==> config.mk <==
export PLATFORM = sky130hd
export DESIGN_NAME = round_robin_service_queue_core
export DESIGN_NICKNAME = d
export VERILOG_FILES = /design/src/hdl/rrsq_pkg.sv /design/src/hdl/rrsq_ctrl.sv /design/src/hdl/rrsq_dpath.sv /design/src/hdl/round_robin_service_queue_core.sv
export SDC_FILE = /design/constraint.sdc
export NUM_CORES = 1
export LEC_CHECK = 0
export BUFFER_PORTS_ARGS = -buffer_cell sky130_fd_sc_hd__buf_2
export CAP_MARGIN = 20
export CORE_AREA = 5 5 123 125
export DETAILED_ROUTE_END_ITERATION = 6
export DIE_AREA = 0 0 128 130
export PLACE_DENSITY = 0.78
export SYNTH_ARGS = -nofsm -noshare
export SYNTH_HDL_FRONTEND = slang
export SYNTH_SLANG_ARGS = --single-unit
==> constraint.sdc <==
create_clock -name aclk -period 2.8 [get_ports aclk]
set_input_delay 0.42 -clock aclk [delete_from_list [all_inputs] [get_ports aclk]]
set_output_delay 0.42 -clock aclk [all_outputs]
set_load 0.01 [all_outputs]
==> src/hdl/rrsq_pkg.sv <==
// Shared types and constants for the round robin service queue.
// No dependencies; used by the controller, the datapath and the top level.
`timescale 1ns / 1ps
`default_nettype none

package rrsq_pkg;

    localparam int ID_W     = 16;
    localparam int TOK_W    = 8;
    localparam int STATUS_W = 2;
    localparam int QSIZE_W  = 3;

    // Result status codes
    localparam logic [STATUS_W-1:0] ST_OK    = 2'd0;
    localparam logic [STATUS_W-1:0] ST_FULL  = 2'd1;
    localparam logic [STATUS_W-1:0] ST_EMPTY = 2'd2;

    // Item kinds carried on s_tuser
    localparam logic MODE_ARRIVE = 1'b0;
    localparam logic MODE_SERVE  = 1'b1;

    // Controller to datapath commands
    typedef struct packed {
        logic load;   // capture the input transaction
        logic exec;   // perform the queue update and latch the result
    } cmd_t;

endpackage

`default_nettype wire

==> src/hdl/rrsq_ctrl.sv <==
// Sequencing controller for the round robin service queue.
// Depends on rrsq_pkg; drives the datapath through rrsq_pkg::cmd_t.
`timescale 1ns / 1ps
`default_nettype none

module rrsq_ctrl (
    input  wire logic          aclk,
    input  wire logic          aresetn,
    input  wire logic          s_tvalid,
    output logic               s_tready,
    output logic               m_tvalid,
    input  wire logic          m_tready,
    output rrsq_pkg::cmd_t     cmd
);

    localparam logic [1:0] S_IDLE = 2'd0;
    localparam logic [1:0] S_EXEC = 2'd1;
    localparam logic [1:0] S_RESP = 2'd2;

    logic [1:0] state_reg;
    logic [1:0] state_next;

    always_comb begin
        state_next = state_reg;
        case (state_reg)
            S_IDLE: begin
                if (s_tvalid) begin
                    state_next = S_EXEC;
                end
            end
            S_EXEC: begin
                state_next = S_RESP;
            end
            S_RESP: begin
                if (m_tready) begin
                    state_next = S_IDLE;
                end
            end
            default: begin
                state_next = S_IDLE;
            end
        endcase
    end

    always_ff @(posedge aclk) begin
        if (!aresetn) begin
            state_reg <= S_IDLE;
        end else begin
            state_reg <= state_next;
        end
    end

    assign s_tready = (state_reg == S_IDLE);
    assign m_tvalid = (state_reg == S_RESP);
    assign cmd.load = s_tvalid && (state_reg == S_IDLE);
    assign cmd.exec = (state_reg == S_EXEC);

endmodule

`default_nettype wire

==> src/hdl/rrsq_dpath.sv <==
// Queue storage, pointers, id counter and result registers.
// Depends on rrsq_pkg; commanded by rrsq_ctrl.
`timescale 1ns / 1ps
`default_nettype none

module rrsq_dpath #(
    parameter int DEPTH = 4
) (
    input  wire logic                              aclk,
    input  wire logic                              aresetn,
    input  rrsq_pkg::cmd_t                         cmd,
    input  wire logic                              in_mode,
    input  wire logic [rrsq_pkg::TOK_W-1:0]        in_tokens,
    output logic      [rrsq_pkg::STATUS_W-1:0]     out_status,
    output logic      [rrsq_pkg::ID_W-1:0]         out_id,
    output logic      [rrsq_pkg::TOK_W-1:0]        out_tokens,
    output logic      [rrsq_pkg::QSIZE_W-1:0]      out_qsize
);

    localparam int PTR_W = (DEPTH > 1) ? $clog2(DEPTH) : 1;
    localparam int OCC_W = $clog2(DEPTH + 1);
    localparam logic [PTR_W-1:0] LAST_PTR = PTR_W'(DEPTH - 1);
    localparam logic [OCC_W-1:0] FULL_OCC = OCC_W'(DEPTH);

    logic [rrsq_pkg::ID_W-1:0]  id_mem  [DEPTH];
    logic [rrsq_pkg::TOK_W-1:0] cnt_mem [DEPTH];

    logic [PTR_W-1:0]              head_reg, head_next;
    logic [PTR_W-1:0]              tail_reg, tail_next;
    logic [OCC_W-1:0]              occ_reg, occ_next;
    logic [rrsq_pkg::ID_W-1:0]     next_id_reg, next_id_next;
    logic                          mode_reg;
    logic [rrsq_pkg::TOK_W-1:0]    tok_reg;
    logic [rrsq_pkg::ID_W-1:0]     rd_id_reg;
    logic [rrsq_pkg::TOK_W-1:0]    rd_cnt_reg;

    logic                          wr_en;
    logic [rrsq_pkg::ID_W-1:0]     wr_id;
    logic [rrsq_pkg::TOK_W-1:0]    wr_cnt;
    logic [rrsq_pkg::STATUS_W-1:0] status_next;
    logic [rrsq_pkg::ID_W-1:0]     id_next;
    logic [rrsq_pkg::TOK_W-1:0]    left_next;
    logic [OCC_W+2:0]              occ_wide;

    logic [rrsq_pkg::STATUS_W-1:0] status_reg;
    logic [rrsq_pkg::ID_W-1:0]     id_reg;
    logic [rrsq_pkg::TOK_W-1:0]    left_reg;
    logic [rrsq_pkg::QSIZE_W-1:0]  qsize_reg;

    // Head read is registered; head never moves between accept and exec,
    // and the last write landed before the head read that exec uses.
    always_ff @(posedge aclk) begin
        if (wr_en) begin
            id_mem[tail_reg]  <= wr_id;
            cnt_mem[tail_reg] <= wr_cnt;
        end
        rd_id_reg  <= id_mem[head_reg];
        rd_cnt_reg <= cnt_mem[head_reg];
    end

    always_comb begin
        head_next    = head_reg;
        tail_next    = tail_reg;
        occ_next     = occ_reg;
        next_id_next = next_id_reg;
        wr_en        = 1'b0;
        wr_id        = rd_id_reg;
        wr_cnt       = tok_reg;
        status_next  = rrsq_pkg::ST_OK;
        id_next      = '0;
        left_next    = '0;
        if (mode_reg == rrsq_pkg::MODE_ARRIVE) begin
            // id counter advances even when the arrival is dropped
            next_id_next = next_id_reg + 1'b1;
            id_next      = next_id_next;
            if (occ_reg == FULL_OCC) begin
                status_next = rrsq_pkg::ST_FULL;
            end else begin
                wr_en     = 1'b1;
                wr_id     = next_id_next;
                wr_cnt    = tok_reg;
                tail_next = (tail_reg == LAST_PTR) ? '0 : tail_reg + 1'b1;
                occ_next  = occ_reg + 1'b1;
            end
        end else begin
            if (occ_reg == '0) begin
                status_next = rrsq_pkg::ST_EMPTY;
            end else begin
                id_next   = rd_id_reg;
                head_next = (head_reg == LAST_PTR) ? '0 : head_reg + 1'b1;
                if (rd_cnt_reg > 8'd1) begin
                    // requeue at the tail; occupancy unchanged
                    left_next = rd_cnt_reg - 1'b1;
                    wr_en     = 1'b1;
                    wr_id     = rd_id_reg;
                    wr_cnt    = left_next;
                    tail_next = (tail_reg == LAST_PTR) ? '0 : tail_reg + 1'b1;
                end else begin
                    occ_next = occ_reg - 1'b1;
                end
            end
        end
        if (!cmd.exec) begin
            wr_en = 1'b0;
        end
        occ_wide = {3'b000, occ_next};
    end

    always_ff @(posedge aclk) begin
        if (!aresetn) begin
            head_reg    <= '0;
            tail_reg    <= '0;
            occ_reg     <= '0;
            next_id_reg <= '0;
        end else if (cmd.exec) begin
            head_reg    <= head_next;
            tail_reg    <= tail_next;
            occ_reg     <= occ_next;
            next_id_reg <= next_id_next;
        end
    end

    always_ff @(posedge aclk) begin
        if (cmd.load) begin
            mode_reg <= in_mode;
            tok_reg  <= in_tokens;
        end
        if (cmd.exec) begin
            status_reg <= status_next;
            id_reg     <= id_next;
            left_reg   <= left_next;
            qsize_reg  <= occ_wide[rrsq_pkg::QSIZE_W-1:0];
        end
    end

    assign out_status = status_reg;
    assign out_id     = id_reg;
    assign out_tokens = left_reg;
    assign out_qsize  = qsize_reg;

    a_occ_bound: assert property (@(posedge aclk) disable iff (!aresetn)
        occ_reg <= FULL_OCC)
        else $error("occupancy exceeds depth");

    a_empty_serve: assert property (@(posedge aclk) disable iff (!aresetn)
        cmd.exec && (mode_reg == rrsq_pkg::MODE_SERVE) && (occ_reg == '0)
        |=> (status_reg == rrsq_pkg::ST_EMPTY) && (id_reg == '0) && $stable(occ_reg))
        else $error("serve on empty queue mishandled");

    a_id_advance: assert property (@(posedge aclk) disable iff (!aresetn)
        cmd.exec && (mode_reg == rrsq_pkg::MODE_ARRIVE)
        |=> next_id_reg == $past(next_id_reg) + 1'b1)
        else $error("id counter did not advance on arrival");

    a_hold: assert property (@(posedge aclk) disable iff (!aresetn)
        !cmd.exec |=> $stable(occ_reg) && $stable(head_reg) && $stable(tail_reg))
        else $error("queue state changed outside exec");

endmodule

`default_nettype wire

==> src/hdl/round_robin_service_queue_core.sv <==
// Top level of the round robin service queue: stream ports around the
// controller (rrsq_ctrl) and the datapath (rrsq_dpath). Depends on rrsq_pkg.
`timescale 1ns / 1ps
`default_nettype none

// A circular queue of up to DEPTH customers, served round robin. Each input
// transaction is an arrival (s_tuser = 0, s_tdata = requested tokens) or a
// serve (s_tuser = 1, token field ignored), and yields exactly one result
// transaction with a status on m_tuser (ok, full, empty) plus the id, the
// tokens still owed and the occupancy after the step on m_tdata. Ids come
// from a 16-bit counter that starts at 1 after reset and advances on every
// arrival, dropped or not. One item is handled at a time: a transaction is
// accepted with the head read out of the entry memory, then updated, before
// its result is presented, and the next item is accepted in the cycle after
// the result is taken, so a new item is never accepted while a result is
// pending. No clearing pass follows reset.
module round_robin_service_queue_core #(
    parameter int DEPTH = 4
) (
    input  wire logic        aclk,
    input  wire logic        aresetn,
    input  wire logic        s_tvalid,
    output logic             s_tready,
    input  wire logic [7:0]  s_tdata,   // [7:0] token_count
    input  wire logic        s_tuser,   // [0] mode
    output logic             m_tvalid,
    input  wire logic        m_tready,
    output logic      [31:0] m_tdata,   // [15:0] customer_id, [23:16] tokens_left,
                                        // [26:24] queue_size, [31:27] zero
    output logic      [1:0]  m_tuser    // [1:0] status
);

    rrsq_pkg::cmd_t                        cmd;
    logic [rrsq_pkg::ID_W-1:0]             res_id;
    logic [rrsq_pkg::TOK_W-1:0]            res_tokens;
    logic [rrsq_pkg::QSIZE_W-1:0]          res_qsize;

    rrsq_ctrl u_ctrl (
        .aclk     (aclk),
        .aresetn  (aresetn),
        .s_tvalid (s_tvalid),
        .s_tready (s_tready),
        .m_tvalid (m_tvalid),
        .m_tready (m_tready),
        .cmd      (cmd)
    );

    rrsq_dpath #(
        .DEPTH (DEPTH)
    ) u_dpath (
        .aclk       (aclk),
        .aresetn    (aresetn),
        .cmd        (cmd),
        .in_mode    (s_tuser),
        .in_tokens  (s_tdata),
        .out_status (m_tuser),
        .out_id     (res_id),
        .out_tokens (res_tokens),
        .out_qsize  (res_qsize)
    );

    assign m_tdata = {5'b00000, res_qsize, res_tokens, res_id};

endmodule

`default_nettype wire

# Word-level counts from Yosys, hierarchy flattened
# Memories as Yosys holds them, arrays and structs flattened. A register that Yosys moved wholly into a read port is not among the register bits.
# Index checks and enable logic that the tools add are counted.
# word_totals
n_memories	2
elab_cells	71
ram_bits	96
input_bits	13
reg_bits	63
out_inout_bits	36
# op_classes
eq_ne	10
order_cmp	1
mux	30
add_sub_neg	6
n_reduce_logical	8
bitwise_logic	3
# mem_list
name	depth	width	rd	rd_ports_with_merged_regs	wr	line	text
u_dpath.id_mem	4	16	1	1	1	rrsq_dpath.sv:25	logic [rrsq_pkg::ID_W-1:0] id_mem [DEPTH];
u_dpath.cnt_mem	4	8	1	1	1	rrsq_dpath.sv:26	logic [rrsq_pkg::TOK_W-1:0] cnt_mem [DEPTH];
# op_table
op	n
2-to-1 mux 16 bit	4
2-to-1 mux 8 bit	3
2-to-1 mux 2 bit	10
adder 16 x 1 -> 16 bit, second input constant	1
2-to-1 mux 3 bit	4
> comparator 8 x 1 -> 1 bit, second input constant	1
2-to-1 mux 1 bit	8
subtractor 8 x 1 -> 8 bit, second input constant	1
== test 2 bit, second input constant	3
inequality test 2 bit, second input constant	3
case mux 2 bit (3 select lines)	1
adder 2 x 1 -> 2 bit, second input constant	2
inequality test 2 x 1 -> 1 bit, second input constant	2
AND reduction 2 bit	2
AND reduction 4 bit	1
adder 3 x 1 -> 3 bit, second input constant	1
== test 3 bit, second input constant	1
zero test 3 bit	1
NOT 1 bit	3
AND reduction 3 bit	1
OR reduction 3 bit	1
subtractor 3 x 1 -> 3 bit, second input constant	1
== test 2 x 1 -> 1 bit, second input constant	1
zero test 2 bit	1
logical AND 1 bit	1

# Depth between registers and ports, before layout
# Gate-level depths: netlist (run 1).
# depth
ltp_word	7
mapped_depth	8
ltp_nobuf	6

# Modules after synthesis
# From an unflattened synthesis (run 1), not the netlist that was laid out.
# unflattened
cells_unflattened	520
hier_area_um2	7439.6
# modules_own_cells
module	instances	seq_area_each_um2	cells_each	area_per_inst_um2
rrsq_dpath	1	4964.8	505	7305.8
rrsq_ctrl	1	40.0	9	92.6
round_robin_service_queue_core	1	0.0	6	41.3

# Least setup slack after synthesis (run 1)
# Ideal clock, no wire load.
# synth_path
path_type	reg2reg
from	register u_ctrl.state_reg[0]
to	memory u_dpath.cnt_mem[3][0] (netlist bit), enable pin
setup_ps	383
setup_slack_ps	-124
t_arrival_ps	2541
period_less_slack_ps	2924
stages_incl_launch_ff	6
required_ps	2417
n_path_buf	1
path_cell_list	dfxtp_1 -> nor2b_1 -> clkbuf_1 -> nand2_1 -> o21ai_1 -> and2_1
# synth_between
elab_chain_len	4
# synth_rtl
element	line	text
start, declared	rrsq_ctrl.sv:20	logic [1:0] state_reg;
start signal, assigned	rrsq_ctrl.sv:49	state_reg <= state_next;
== test 2 x 1 -> 1 bit	rrsq_ctrl.sv:56	assign cmd.exec = (state_reg == S_EXEC);
2-to-1 mux 1 bit	rrsq_dpath.sv:103	if (!cmd.exec) begin
2-to-1 mux 1 bit	rrsq_dpath.sv:53	if (wr_en) begin
2-to-1 mux 1 bit (not written as such)	rrsq_dpath.sv:55	cnt_mem[tail_reg] <= wr_cnt;
end, declared	rrsq_dpath.sv:26	
# No other way between the ends.

# Worst setup path in the final report (run 1)
# layout_path
from	register u_dpath.occ_reg[0]
to	memory u_dpath.id_mem[1][0] (netlist bit), enable pin
# layout_between
elab_chain_len	6
word_cells_on_any_way	8
cone_classes	eq/ne (1); mux (6); reduce/logical (1)
# layout_rtl
element	line	text
start, declared	rrsq_dpath.sv:30	logic [OCC_W-1:0] occ_reg, occ_next;
start signal, assigned	rrsq_dpath.sv:118	occ_reg <= occ_next;
== test 3 bit / zero test 3 bit (equally long branches)	rrsq_dpath.sv:76, rrsq_dpath.sv:86	
2-to-1 mux 1 bit (on tied branches)	rrsq_dpath.sv:76, rrsq_dpath.sv:86	
2-to-1 mux 1 bit (*)	rrsq_dpath.sv:72	if (mode_reg == rrsq_pkg::MODE_ARRIVE) begin
2-to-1 mux 1 bit (*)	rrsq_dpath.sv:103	
2-to-1 mux 1 bit (*)	rrsq_dpath.sv:53	
2-to-1 mux 1 bit (not written as such) (*)	rrsq_dpath.sv:54	id_mem[tail_reg] <= wr_id;
end, declared	rrsq_dpath.sv:25	
# Mark *: on every way between the ends. The rest lies on a longest branch, timed or not.

==> flow_results.org, run 1 <==
** Status
- The run finished with clean final reports.

** Clocking
- Latest clock arrival within the worst-skew pair :: 0.43 ns
- H-Tree Level Count :: 4
- Longest Clk Path Bufs :: 2
- Clock tree from TritonCTS :: yes
- Clock-pin slew was measured on the worst setup and hold paths at 0.06 ns.
- In this run, CTS created clock tree buffers numbering 17.
- Number of sinks on the clock net :: 183
- Buffers inserted to repair hold after CTS numbered 0.
- After clock tree synthesis, the setup repair step added 0 buffers.
- Root Buffer Master :: clkbuf_16

** STA
- The clock period could shrink to around 2.6 ns.
- Number of slew-limit violations in the final report :: 0
- At the pin with the least slew margin, the transition time is ~0.75 ns.
- Derived from the worst setup path, the maximum achievable clock frequency is 0.383 GHz.
- Max_slew headroom :: 50.1%
- The total count of hold-check failures in the final report is 0.
- Setup TNS :: 0 ns
- Setup violation total in the final timing report :: 0
- The clock arrives with 0.00817 ns of skew.
- RSZ-0062 raised after global routing :: false
- Dividing the final minimum period by the clock period gives 93.3%.

** Die
- Die extent in y :: 130 µm
- Die footprint :: 16,600 µm²
- Site row count :: 43
- Total I/O pin count :: 49
- The die is 128 µm wide.
- Core area :: 13,800 µm²
- Initial cell density of the core :: a little over half

** Global route
- For this run, the total global-route usage over all layers was measured as 18.4%.
- Entering global routing, the biggest net connects 35 pins.
- The via count of the first global-routing pass was 4,223.
- Total grt overflow :: 0
- The first global-routing pass estimated 22,800 µm of wire.
- The number of antenna violations at the first check in global routing came to 0.

** Critical path
- CP required :: 2.91 ns
- Endpoint of the most critical register-to-register path :: u_dpath.id_mem[1][0]
- Together, buffers and inverters on the worst path number 2.
- For this run, the slowest stage of the critical path takes roughly 0.42 ns.
- CP Max Fanout :: 17
- In this design, the largest share of critical-path delay is due to simple AND/OR/NAND/NOR gates.
- The worst setup path is launched from a register.
- STA classifies the critical path endpoint as a register.
- Traced cell by cell, the critical path runs through inv_1, ha_1, nand2b_1, nand3_1, o21ai_1, and2_1, buf_4.
- The setup check on the worst reg-to-reg path leaves a slack of 0.19 ns.
- Among all stages on the critical path, the largest delay is contributed by and2_1.
- The critical path in this run is classified as reg -> reg.
- For the worst setup path, the data arrival time is 2.72 ns.
- Reg-to-reg critical path startpoint :: u_dpath.occ_reg[0]
- Worst r2r path cells :: 7

** Drt
- The first detailed-routing pass ran for 5 iterations.
- Vias after detailed routing :: 4,362
- For this block, the routed nets add up to 14,600 µm of wire.
- Final routed DRC violation total :: 0
- In the routed layout, each cell is associated on average with a via count of about 5.7.
- In this run, the number of DRC markers left after iteration 0 of detailed routing was 697.
- Routed length per placed instance :: approximately 19 µm
- Number of antenna-violating nets in the routed design :: 0

** Pwr
- Across the VDD grid, the largest voltage drop is 0.475 mV.
- Power density cells :: 678 nW/µm²
- Summed over all cells, the static leakage comes to roughly 2.9 nW.

** Layout
- Number of flip-flops under the largest register name :: 64
- The post-route netlist has roughly a fifth of its cells at a drive strength greater than 1.
- The number of antenna diodes in the final layout is 0.
- Largest regs :: u_dpath.id_mem (64), u_dpath.cnt_mem (32)
- Register with the most flip-flops :: u_dpath.id_mem
- Fill cell total of the finished layout :: 1,002
- Area growth syn-to-layout :: 13.6%
- Once layout is complete, the utilization of the core stands at between 60% and 70%.
- For this run, the post-layout net count is 593.
- Summing all non-filler instances in the final layout gives an area of 8340 µm².

** Synthesis
- For this run, the register share of the synthesized area comes to approximately two thirds.
- Cell variety after synth :: between 40 and 50
- Netlist Area Pre-Place :: 7340 µm²
- A synthesized cell averages approximately 14 µm².
- Post-synth EDFFs :: around 130
- For this run, asynchronously set or reset flops after synthesis account for 0%.
- Synth Warn # :: 0
- After synthesis the netlist holds a flip-flop and latch count of about 180.
- Cells after Synth :: 519
- Top FF cell, synth :: edfxtp_1

** Hold path
- The worst hold path begins at s_tdata[2].
- The tightest min-delay check is of the in -> reg type.
- Worst hold stages :: 1
- For hold timing, the worst endpoint is u_dpath.tok_reg[2].

** Place
- DP Wirelength :: 9520 µm
- Port Buffers :: 43
- Total cell area at the placement stage :: 7780 µm²
- Weighted congestion reported at the end of routability-driven placement :: 0.837

** Job
- Maximum capacitance violations :: 0
## per-stage QoR
stage	std cells	worst slack, ns	hold WS, ns	power (mW)
CTS	762	0.107	0.152	5.69
finish	762	0.187	0.173	5.65
floorplan	523	0.381	0.468	3.34
detailed placement	730	0.199	0.506	3.47
global route	762	0.00816	0.153	5.85
global placement	730	0.381	0.481	3.45
## per-layer routing
layer | GRT usage [%] | part of all wire, % | vias up
met2 | 28.2 | 49 | 164
met1 | 25.5 | 42 | 2154
met4 | 8.49 | 1.8 | 0
met5 | 0 | 0 | -
li1 | - | - | 2023
met3 | 3.89 | 6.8 | 21
## cells in the mapped netlist, types with 4 or more instances
cell type / count / area [µm²]
nand4_1: 5 / 31.3
and3_1: 7 / 43.8
clkbuf_1: 19 / 71.3
nand3_1: 15 / 75.1
a21oi_1: 17 / 85.1
or4_1: 4 / 30.0
xor2_1: 7 / 61.3
or3_1: 7 / 43.8
buf_4: 6 / 45.0
a21o_1: 5 / 37.5
nor3_1: 8 / 40.0
dfxtp_1: 49 / 981
nand2_1: 51 / 191
mux4_2: 24 / 541
nor4_1: 7 / 43.8
edfxtp_1: 134 / 4020
inv_1: 12 / 45.0
and2_1: 7 / 43.8
nor2_1: 28 / 105
o21ai_0: 32 / 160
xnor2_1: 22 / 193
o21ai_1: 8 / 40.0
ha_1: 11 / 138
## cells in the final DEF (no fill, tap or decap), types with 2 or more instances in the layout
| cell type | count |
|---|---|
| a21o_1 | 5 |
| nand2_1 | 51 |
| and3_1 | 7 |
| buf_2 | 43 |
| o32ai_1 | 2 |
| or4_1 | 4 |
| o31ai_1 | 3 |
| mux4_2 | 24 |
| xor2_1 | 7 |
| buf_4 | 13 |
| nand3_1 | 15 |
| nand2b_1 | 2 |
| and2_2 | 2 |
| inv_6 | 4 |
| a211oi_1 | 2 |
| nor3_1 | 8 |
| or4_4 | 2 |
| o21ai_1 | 8 |
| clkbuf_1 | 2 |
| o21ai_0 | 32 |
| clkinv_4 | 4 |
| dfxtp_1 | 49 |
| nor4_1 | 7 |
| mux2i_1 | 3 |
| conb_1 | 5 |
| nand4_1 | 5 |
| a21oi_1 | 17 |
| inv_1 | 12 |
| nor2_1 | 28 |
| ha_1 | 11 |
| xnor2_1 | 22 |
| clkbuf_16 | 17 |
| or3_1 | 7 |
| edfxtp_1 | 134 |
| and2_1 | 5 |
| clkinv_2 | 3 |
## how the worst max path moves through the flow
stage,from,cells past startpoint,slack (ns),to
2_1_floorplan,u_ctrl.state_reg[0],5,0.38,u_dpath.cnt_mem[3][0]
3_3_place_gp,u_dpath.occ_reg[0],7,0.38,u_dpath.id_mem[2][11]
3_5_place_dp,u_dpath.occ_reg[0],7,0.20,u_dpath.id_mem[2][14]
4_1_cts,u_dpath.occ_reg[0],7,0.11,u_dpath.id_mem[2][0]
5_1_grt,u_dpath.occ_reg[0],7,0.008,u_dpath.id_mem[1][0]
6_report,u_dpath.occ_reg[0],7,0.19,u_dpath.id_mem[1][0]
## worst reg2reg max path, cell delays in order (launching register included)
cell and delay (ns):
dfxtp_1 0.40, inv_1 0.10, ha_1 0.29, nand2b_1 0.19, nand3_1 0.17, o21ai_1 0.39
and2_1 0.42, buf_4 0.34
## report_power, final
group          switching, mW  total, mW  internal, mW
Combinational          0.227      0.349         0.122
Clock                   1.00       2.24          1.24
Sequential            0.0450       3.07          3.02
Total                   1.28       5.65          4.38
## area by class of cell
cell class / instances / area [µm²] / share of cell area (%)
Sequential cell: 183 / 5000 / 60.0
Timing Repair Buffer: 57 / 333 / 3.99
Tap cell: 180 / 225 / 2.70
Clock buffer: 19 / 433 / 5.19
Inverter: 13 / 48.8 / 0.585
Multi-Input combinational cell: 297 / 2170 / 26.0
Clock inverter: 13 / 123 / 1.47
## repair_timing
item / in CTS / in global routing
gates resized for setup: 0 / 2
setup endpoints to repair: 0 / 33
endpoints found under the hold margin: 0 / 0
## logic make-up after synthesis
kind of cell	count (synthesis)	share of synthesized area, %
fa+ha+maj	11	1.88
xor+xnor	29	3.46
compound gates	73	5.66
simple gates	152	10.4
flops	183	68.2
other cells	1	0.0511
mux	27	7.78
buf+inv	43	2.56
Power figures use the tool's default switching activity.
==> inputs of run 2 (changes only) <==
CORE_AREA = 5 5 124 126   (was 5 5 123 125)
DIE_AREA = 0 0 129 131   (was 0 0 128 130)
SYNTH_HIERARCHICAL = 1   (was not set)
==> run 2 against run 1 <==
Count of clock-buffer cells in the layout decreased by 1; critical path depth increased by 1; sequential share of layout area decreased by 0.88 points; synthesized cell count increased by 0.19%; fmax increased by 9.5%; wire length increased by 0.35%; cell area increased by 1.5%; global-route usage increased by 0.067 points; synthesized area increased by 1.4%; via count increased by 1.9%; combinational power decreased by 12%; critical path type unchanged; critical endpoint is now u_dpath/id_mem[2][12]; largest cell class unchanged; highest routed layer unchanged.
==> flow_results.org, run 2 <==
** Status
- Result of the run :: complete, no violations (unchanged)

** Die
- Initial cell density of the core :: 52.4% (was 53.3%)
- The number of placement rows is 44 (was 43).
- The total I/O pin count is 49 (unchanged).
- Horizontal die dimension :: 129 µm (was 128 µm)
- The height of the die came to 131 µm (was 130 µm).
- The die footprint was 16,900 µm² (was 16,600 µm²).
- Core area :: 14,200 µm² (was 13,800 µm²)

** STA
- The post-layout minimum cycle time came to 2.39 ns (was 2.61 ns).
- The tightest slew margin relative to the limit was 52.7% (was 50.1%).
- Slew at the pin with the worst max-slew slack :: 0.702 ns (was 0.747 ns)
- RSZ-0062 raised after global routing :: false (unchanged)
- Setup violation total in the final timing report :: 0 (unchanged)
- Setup TNS :: 0 ns (unchanged)
- The max-slew violation count is 0 (unchanged).
- Achievable clock frequency :: 0.419 GHz (was 0.383 GHz)
- The total count of hold-check failures in the final report is 0 (unchanged).
- The final worst-path cycle share is 85.2% (was 93.3%).
- The post-route worst hold slack is 0.173 ns (about the same).
- The post-route worst setup slack came to 0.413 ns (was 0.187 ns).
- The final worst clock skew was 0.00834 ns (was 0.00817 ns).

** Pwr
- The leakage power is 2.95 nW (was 2.85 nW).
- The worst vdd rail ir drop was 0.498 mV (was 0.475 mV).
- The areal power density over the cells came to 658 nW/µm² (was 678 nW/µm²).

** Critical path
- Crit path top cell by count :: buf_4
- Sequence of cells on the critical path: inv_1, ha_1, o21bai_1, o311ai_4, a21boi_1, buf_4, and2_1, buf_4 (was inv_1, ha_1, nand2b_1, nand3_1, o21ai_1, and2_1, buf_4).
- The worst-path cell with the longest stage delay was dfxtp_1 (was and2_1).
- Slowest Stage Delay on Critical Path :: 0.43 ns (was 0.42 ns)
- Critical path class :: reg -> reg (unchanged)
- CP required :: 2.90 ns (was 2.91 ns)
- Reg-to-reg critical path startpoint :: u_dpath/rd_cnt_reg[0] (was u_dpath.occ_reg[0])
- The largest fanout on the critical path is 16 (was 17).
- Kind of end point of the critical path :: register (unchanged)
- The sort of element at the start of the critical path is a register (unchanged).
- Data arrival time at the worst-slack endpoint :: 2.49 ns (was 2.72 ns)
- Startpoint of the worst setup timing path :: u_dpath/rd_cnt_reg[0] (was u_dpath.occ_reg[0])

** Layout
- Fraction of layout instances using a drive strength above 1 :: 20.9% (was 20.3%)
- Largest regs: u_dpath/id_mem (64), u_dpath/cnt_mem (32) (was u_dpath.id_mem (64), u_dpath.cnt_mem (32)).
- Register with the most flip-flops :: u_dpath/id_mem (was u_dpath.id_mem)
- Commonest non-fill, non-tap cells in the layout :: 134 x edfxtp_1, 54 x nand2_1, 49 x dfxtp_1, 43 x buf_2, 31 x o21ai_0 (was 134 x edfxtp_1, 51 x nand2_1, 49 x dfxtp_1, 43 x buf_2, 32 x o21ai_0)
- The flip-flop count of the largest register after layout was 64 (unchanged).
- The net count reported at finish was 599 (was 593).
- Diodes inserted :: 0 (unchanged)
- Area growth syn-to-layout :: 13.7% (was 13.6%)
- Finished layout cell area :: 8460 µm² (was 8340 µm²)
- Most common library cell in the layout ignoring fill and taps :: edfxtp_1 (unchanged)

** Place
- DP Wirelength :: 9690 µm (was 9520 µm)
- Setup WS pre-CTS :: 0.440 ns (was 0.199 ns)
- Port Buffers :: 43 (unchanged)
- The placed cell area came to 7910 µm² (was 7780 µm²).
- Weighted congestion reported at the end of routability-driven placement :: 0.830 (was 0.837)

** Global route
- The number of antenna violations at the first check in global routing was 0 (unchanged).
- First-pass GRT wire length :: 23,500 µm (was 22,800 µm)
- The via count of the first global-routing pass is 4,488 (was 4,223).
- Maximum number of pins on one net before global-route repair :: 36 (was 35)
- Total grt overflow :: 0 (unchanged)
- All-layer global routing usage :: 18.4% (about the same)

** Drt
- The uppermost layer routed is met4 (unchanged).
- The number of vias in the routed layout was 4,443 (was 4,362).
- The post-detailed-routing wire length was 14,600 µm (about the same).
- Vias per std cell :: 5.76 (was 5.72)
- Met3 routed wirelength :: 1070 µm (was 993 µm)
- The initial DRC count is 658 (was 697).
- The wire length on met1 was 6060 µm (was 6190 µm).
- Routed length per placed instance :: 19.0 µm (was 19.2 µm)
- First-pass iteration count of the detailed router :: 5 (unchanged)
- The remaining number of nets flagged by the antenna check after routing came to 0 (unchanged).
- The detailed-routed wire length on met2 was 7200 µm (was 7140 µm).
- Final routed DRC violation total :: 0 (unchanged)

** Clocking
- The latest clock arrival within the worst-skew pair is 0.42 ns (was 0.43 ns).
- Longest Clk Path Bufs :: 2 (unchanged)
- The number of buffers added to fix hold violations after cts is 0 (unchanged).
- The number of setup buffers added after CTS came to 0 (unchanged).
- The number of sinks on the clock net is 183 (unchanged).
- The clock buffer count from CTS was 17 (unchanged).
- The root cell of the clock tree was clkbuf_16 (unchanged).
- The clock tree from TritonCTS is yes (unchanged).
- The maximum level of the CTS H-tree was 4 (unchanged).
- The post-cts resize count was 0 (unchanged).
- Clock transition time at the flip-flop clock pins of the worst setup and hold paths :: 0.07 ns (was 0.06 ns)

** Synthesis
- The proportion of register bits with asynchronous set or reset after synthesis is 0% (unchanged).
- Top FF cell, synth :: edfxtp_1 (unchanged)
- The sequential cell area fraction in the yosys report came to 67.3% (was 68.2%).
- Synth Warn # :: 6 (was 0)
- The netlist area before placement came to 7440 µm² (was 7340 µm²).
- The post-synthesis instance total is 520 (was 519).
- The number of enable flip-flop cells after synthesis came to 134 (unchanged).
- Cell variety after synth :: 55 (was 45)
- Area contributors post-synth :: edfxtp_1 54%, dfxtp_1 13%, mux4_2 7.3% (was edfxtp_1 55%, dfxtp_1 13%, mux4_2 7.4%)
- The fraction of post-synthesis cell area in the top cell type by area is 54.1% (was 54.8%).
- Number of register bits inferred by synthesis :: 183 (unchanged)
- Most common library cells after synthesis: 134 x edfxtp_1, 54 x nand2_1, 49 x dfxtp_1 (was 134 x edfxtp_1, 51 x nand2_1, 49 x dfxtp_1).
- Average instance area after synthesis :: 14.3 µm² (was 14.1 µm²)
- The largest area contributor in the synthesized netlist is edfxtp_1 (unchanged).
- The most instantiated library cell after synthesis was edfxtp_1 (unchanged).

** Job
- Maximum capacitance violations :: 0 (unchanged)

** Hold path
- The class of the tightest hold or removal check was in -> reg (unchanged).
- The startpoint of the lowest-slack hold path is s_tuser (was s_tdata[2]).
## run 2: area by class of cell
class	instances	area, µm²
fillers	1063	5740
clock inverters	14	126
well taps	184	230
flip-flops and latches	183	5000
multi-input cells	299	2250
repair buffers	63	378
inverters	11	41.3
clock buffers	18	429
## run 2: kinds of logic (layout without fill, tap and decap cells)
group,after synthesis,after routing,share of synthesized area [%]
AND/OR/NAND/NOR,156,156,10.7
other,1,5,0.0504
adder cells (fa/ha/maj),11,11,1.85
AO/OA/AOI/OAI,71,71,6.31
buffers and inverters,42,106,2.74
XOR/XNOR,28,28,3.30
multiplexers,28,28,7.80
flip-flops,183,183,67.3
## run 2: metal layers
layer,GRT usage (%),up-vias
li1,-,2030
met1,24.3,2218
met3,5.16,28
met5,0,-
met2,29.5,167
met4,6.92,0
## run 2: worst paths after layout
check                                to  slack, ns  cells after the start
hold / removal         u_dpath/mode_reg       0.17                      1
setup / recovery  u_dpath/id_mem[2][12]       0.41                      8
setup reg to reg  u_dpath/id_mem[2][12]       0.41                      8
hold reg to reg     u_dpath/tail_reg[1]       0.51                      2
## run 2: critical path, delay by kind of cell (launching register included)
kind	cells	cell delay, ns
AO/OA/AOI/OAI	3	0.70
buffers and inverters	3	0.51
flip-flops	1	0.43
adder cells (fa/ha/maj)	1	0.25
AND/OR/NAND/NOR	1	0.16
## run 2: power breakdown
group / leakage (nW) / switching (mW) / internal, mW
logic: 1.04 / 0.197 / 0.109
registers: 1.64 / 0.0344 / 3.00
clock network: 0.268 / 1.00 / 1.23
total: 2.95 / 1.23 / 4.34
## run 2: per-stage QoR
step | power, mW | util (%) | std cells
after floorplan | 3.29 | - | 524
after global placement | 3.38 | 55.7 | 740
after detailed placement | 3.39 | 55.7 | 740
after CTS | 5.61 | 59.6 | 772
after global routing | 5.76 | 59.6 | 772
final | 5.57 | 59.6 | 772
==> inputs of run 3 (changes only) <==
CAP_MARGIN = 30   (was 20)
CORE_AREA = 5 5 164 166   (was 5 5 124 126)
DIE_AREA = 0 0 169 171   (was 0 0 129 131)
PLACE_DENSITY = 0.5   (was 0.78)
==> run 3 against run 2 <==
Combinational power fell by 2%; sequential share of layout area fell by 1.9 points; clock skew rose by 0.0064 ns; die area rose by 71%; critical path depth did not move; register-to-register slack improved by 0.05 ns; global-route usage fell by 7.5 points; final cell count rose by 20%; hold slack improved by 0.0068 ns; critical endpoint is now u_dpath/id_mem[2][10]; largest cell class unchanged.
==> flow_results.org, run 3 (same netlist as run 2, synthesis figures left out) <==
** Layout
- The synthesis-to-layout area growth was 17.5% (was 13.7%).
- Area occupied by multi-input gates :: 2250 µm² (unchanged)
- The fill cell instance count of the final layout is 2,461 (was 1,063).
- The final cell area excluding filler cells came to 8740 µm² (was 8460 µm²).
- The leading cell type in the layout, fill and taps excluded is edfxtp_1 (unchanged).
- The fraction of final layout cells with drive strength greater than 1 was 21.4% (was 20.9%).
- Number of flip-flops under the largest register name :: 64 (unchanged)
- Largest regs :: u_dpath/id_mem (64), u_dpath/cnt_mem (32) (unchanged)
- Commonest non-fill, non-tap cells in the layout :: 134 x edfxtp_1, 54 x nand2_1, 48 x dfxtp_1, 43 x buf_2, 31 x o21ai_0 (was 134 x edfxtp_1, 54 x nand2_1, 49 x dfxtp_1, 43 x buf_2, 31 x o21ai_0)
- The final core area utilization came to 34.3% (was 59.6%).
- Register with the most flip-flops :: u_dpath/id_mem (unchanged)
- The net count reported at finish was 600 (was 599).
- Area taken by flip-flops and latches :: 5010 µm² (was 5000 µm²)
- The diode insertion count for antenna repair came to 0 (unchanged).

** Status
- Result of the run: complete, no violations (unchanged).

** Job
- Maximum capacitance violations :: 0 (unchanged)

** STA
- The post-layout minimum cycle time is 2.34 ns (was 2.39 ns).
- Layout Skew :: 0.0147 ns (was 0.00834 ns)
- Slew at the pin with the worst max-slew slack :: 0.830 ns (was 0.702 ns)
- Final worst slack :: 0.459 ns (was 0.413 ns)
- The tightest slew margin relative to the limit is 44.5% (was 52.7%).
- The final worst-path cycle share came to 83.6% (was 85.2%).
- Number of slew-limit violations in the final report :: 0 (unchanged)
- The final setup TNS was 0 ns (unchanged).
- Achievable clock frequency :: 0.427 GHz (was 0.419 GHz)
- Setup violation total in the final timing report :: 0 (unchanged)
- The total count of hold-check failures in the final report was 0 (unchanged).
- RSZ-0062 raised after global routing: false (unchanged).

** Clocking
- The latest clock arrival within the worst-skew pair was 0.42 ns (about the same).
- The number of buffers between clock root and the deepest sink is 2 (unchanged).
- Clock tree from TritonCTS :: yes (unchanged)
- Clock transition time at the flip-flop clock pins of the worst setup and hold paths :: 0.06 ns (was 0.07 ns)
- The root cell of the clock tree was clkbuf_16 (unchanged).
- Buffers inserted by post-CTS timing repair :: 0 (unchanged)
- Count of cells resized by post-cts repair :: 0 (unchanged)
- The number of buffers added to fix hold violations after cts was 0 (unchanged).
- The maximum level of the CTS H-tree is 4 (unchanged).
- Number of buffers created by CTS :: 17 (unchanged)
- The number of sinks on the clock net came to 183 (unchanged).

** Die
- Core area :: 25,500 µm² (was 14,200 µm²)
- The horizontal extent of the die is 169 µm (was 129 µm).
- The number of placement rows came to 59 (was 44).
- Total I/O pin count :: 49 (unchanged)
- The effective utilization at floorplan is 29.2% (was 52.4%).
- Die extent in y :: 171 µm (was 131 µm)
- The die footprint was 28,900 µm² (was 16,900 µm²).

** Global route
- The number of antenna violations at the first check in global routing was 0 (unchanged).
- The overflow left after global routing is 0 (unchanged).
- Number of global-route vias before repair :: 4,244 (was 4,488)
- The global-route wire length before repair came to 24,300 µm (was 23,500 µm).
- The pin count of the biggest net entering global routing was 36 (unchanged).
- The aggregate global-route resource usage is 11.0% (was 18.4%).

** Place
- The placed cell area is 8150 µm² (was 7910 µm²).
- The worst slack after detailed placement is 0.454 ns (was 0.440 ns).
- The total of buffers placed on input and output ports came to 43 (unchanged).
- The placer congestion estimate came to 0.799 (was 0.830).
- The HPWL reported at the end of detailed placement was 10,200 µm (was 9690 µm).

** Drt
- Detailed Route Iter0 Violations :: 281 (was 658)
- The residual DRC count is 0 (unchanged).
- Vias after detailed routing :: 4,190 (was 4,443)
- Routed length per placed instance :: 16.6 µm (was 19.0 µm)
- The ratio of routed vias to standard cells came to 4.53 (was 5.76).
- Total detailed-routing wirelength :: 15,300 µm (was 14,600 µm)
- The iteration count of the initial detailed-routing pass was 4 (was 5).
- Number of antenna-violating nets in the routed design :: 0 (unchanged)

** Critical path
- CP Max Fanout :: 24 (was 16)
- CP required :: 2.91 ns (was 2.90 ns)
- The data arrival time at the worst-slack endpoint is 2.46 ns (was 2.49 ns).
- Critical path class :: reg -> reg (unchanged)
- Crit start category :: register (unchanged)
- Kind of end point of the critical path :: register (unchanged)

** Pwr
- Power density cells :: 653 nW/µm² (was 658 nW/µm²)
- Worst IR Drop VDD :: 0.374 mV (was 0.498 mV)
- The total power came to 5.71 mW (was 5.57 mW).
- The leakage power came to 2.98 nW (was 2.95 nW).

** Hold path
- The class of the tightest hold or removal check is in -> reg (unchanged).
==> run 3: critical path, stage by stage, from the launching register on <==
cell	delay, ns
dfxtp_1	0.43
inv_1	0.07
ha_1	0.26
o21bai_1	0.37
o311ai_4	0.12
a21boi_1	0.20
buf_4	0.18
and2_1	0.18
buf_12	0.21
==> run 3: cell type report <==
class                      instances  area share (%)
clock buffer                      18            4.91
inverter                          11           0.472
multi-input combinational        299            25.8
timing repair buffer              64            4.98
tap                              335            4.80
sequential                       183            57.3
clock inverter                    14            1.82
==> run 3: metal layers <==
| metal | global-route usage [%] | up-vias | routed length [µm] |
|---|---|---|---|
| met5 | 0 | - | 0 |
| met4 | 3.92 | 0 | 151 |
| met3 | 2.31 | 9 | 586 |
| met2 | 18.3 | 68 | 7660 |
| met1 | 14.3 | 2089 | 6900 |
| li1 | - | 2024 | - |
==> run 3: final timing paths <==
check	slack, ns	endpoint	from	cells past startpoint
worst max-delay path	0.46	u_dpath/id_mem[2][10]	u_dpath/rd_cnt_reg[0]	8
worst min-delay path	0.18	u_dpath/tok_reg[6]	s_tdata[6]	1
worst min register to register	0.50	u_dpath/next_id_reg[1]	u_dpath/next_id_reg[1]	2
worst max register to register	0.46	u_dpath/id_mem[2][10]	u_dpath/rd_cnt_reg[0]	8
==> run 3: stage by stage <==
step           std cells  hold WS [ns]
6_report             924         0.180
5_1_grt              924         0.148
4_1_cts              924         0.146
3_5_place_dp         892         0.493
3_3_place_gp         892         0.477
2_1_floorplan        524         0.461
==> run 3: power by group <==
group | internal [mW] | leakage [nW] | switching (mW)
logic | 0.112 | 1.05 | 0.189
registers | 3.00 | 1.64 | 0.0369
clock network | 1.39 | 0.283 | 0.980
total | 4.50 | 2.98 | 1.21
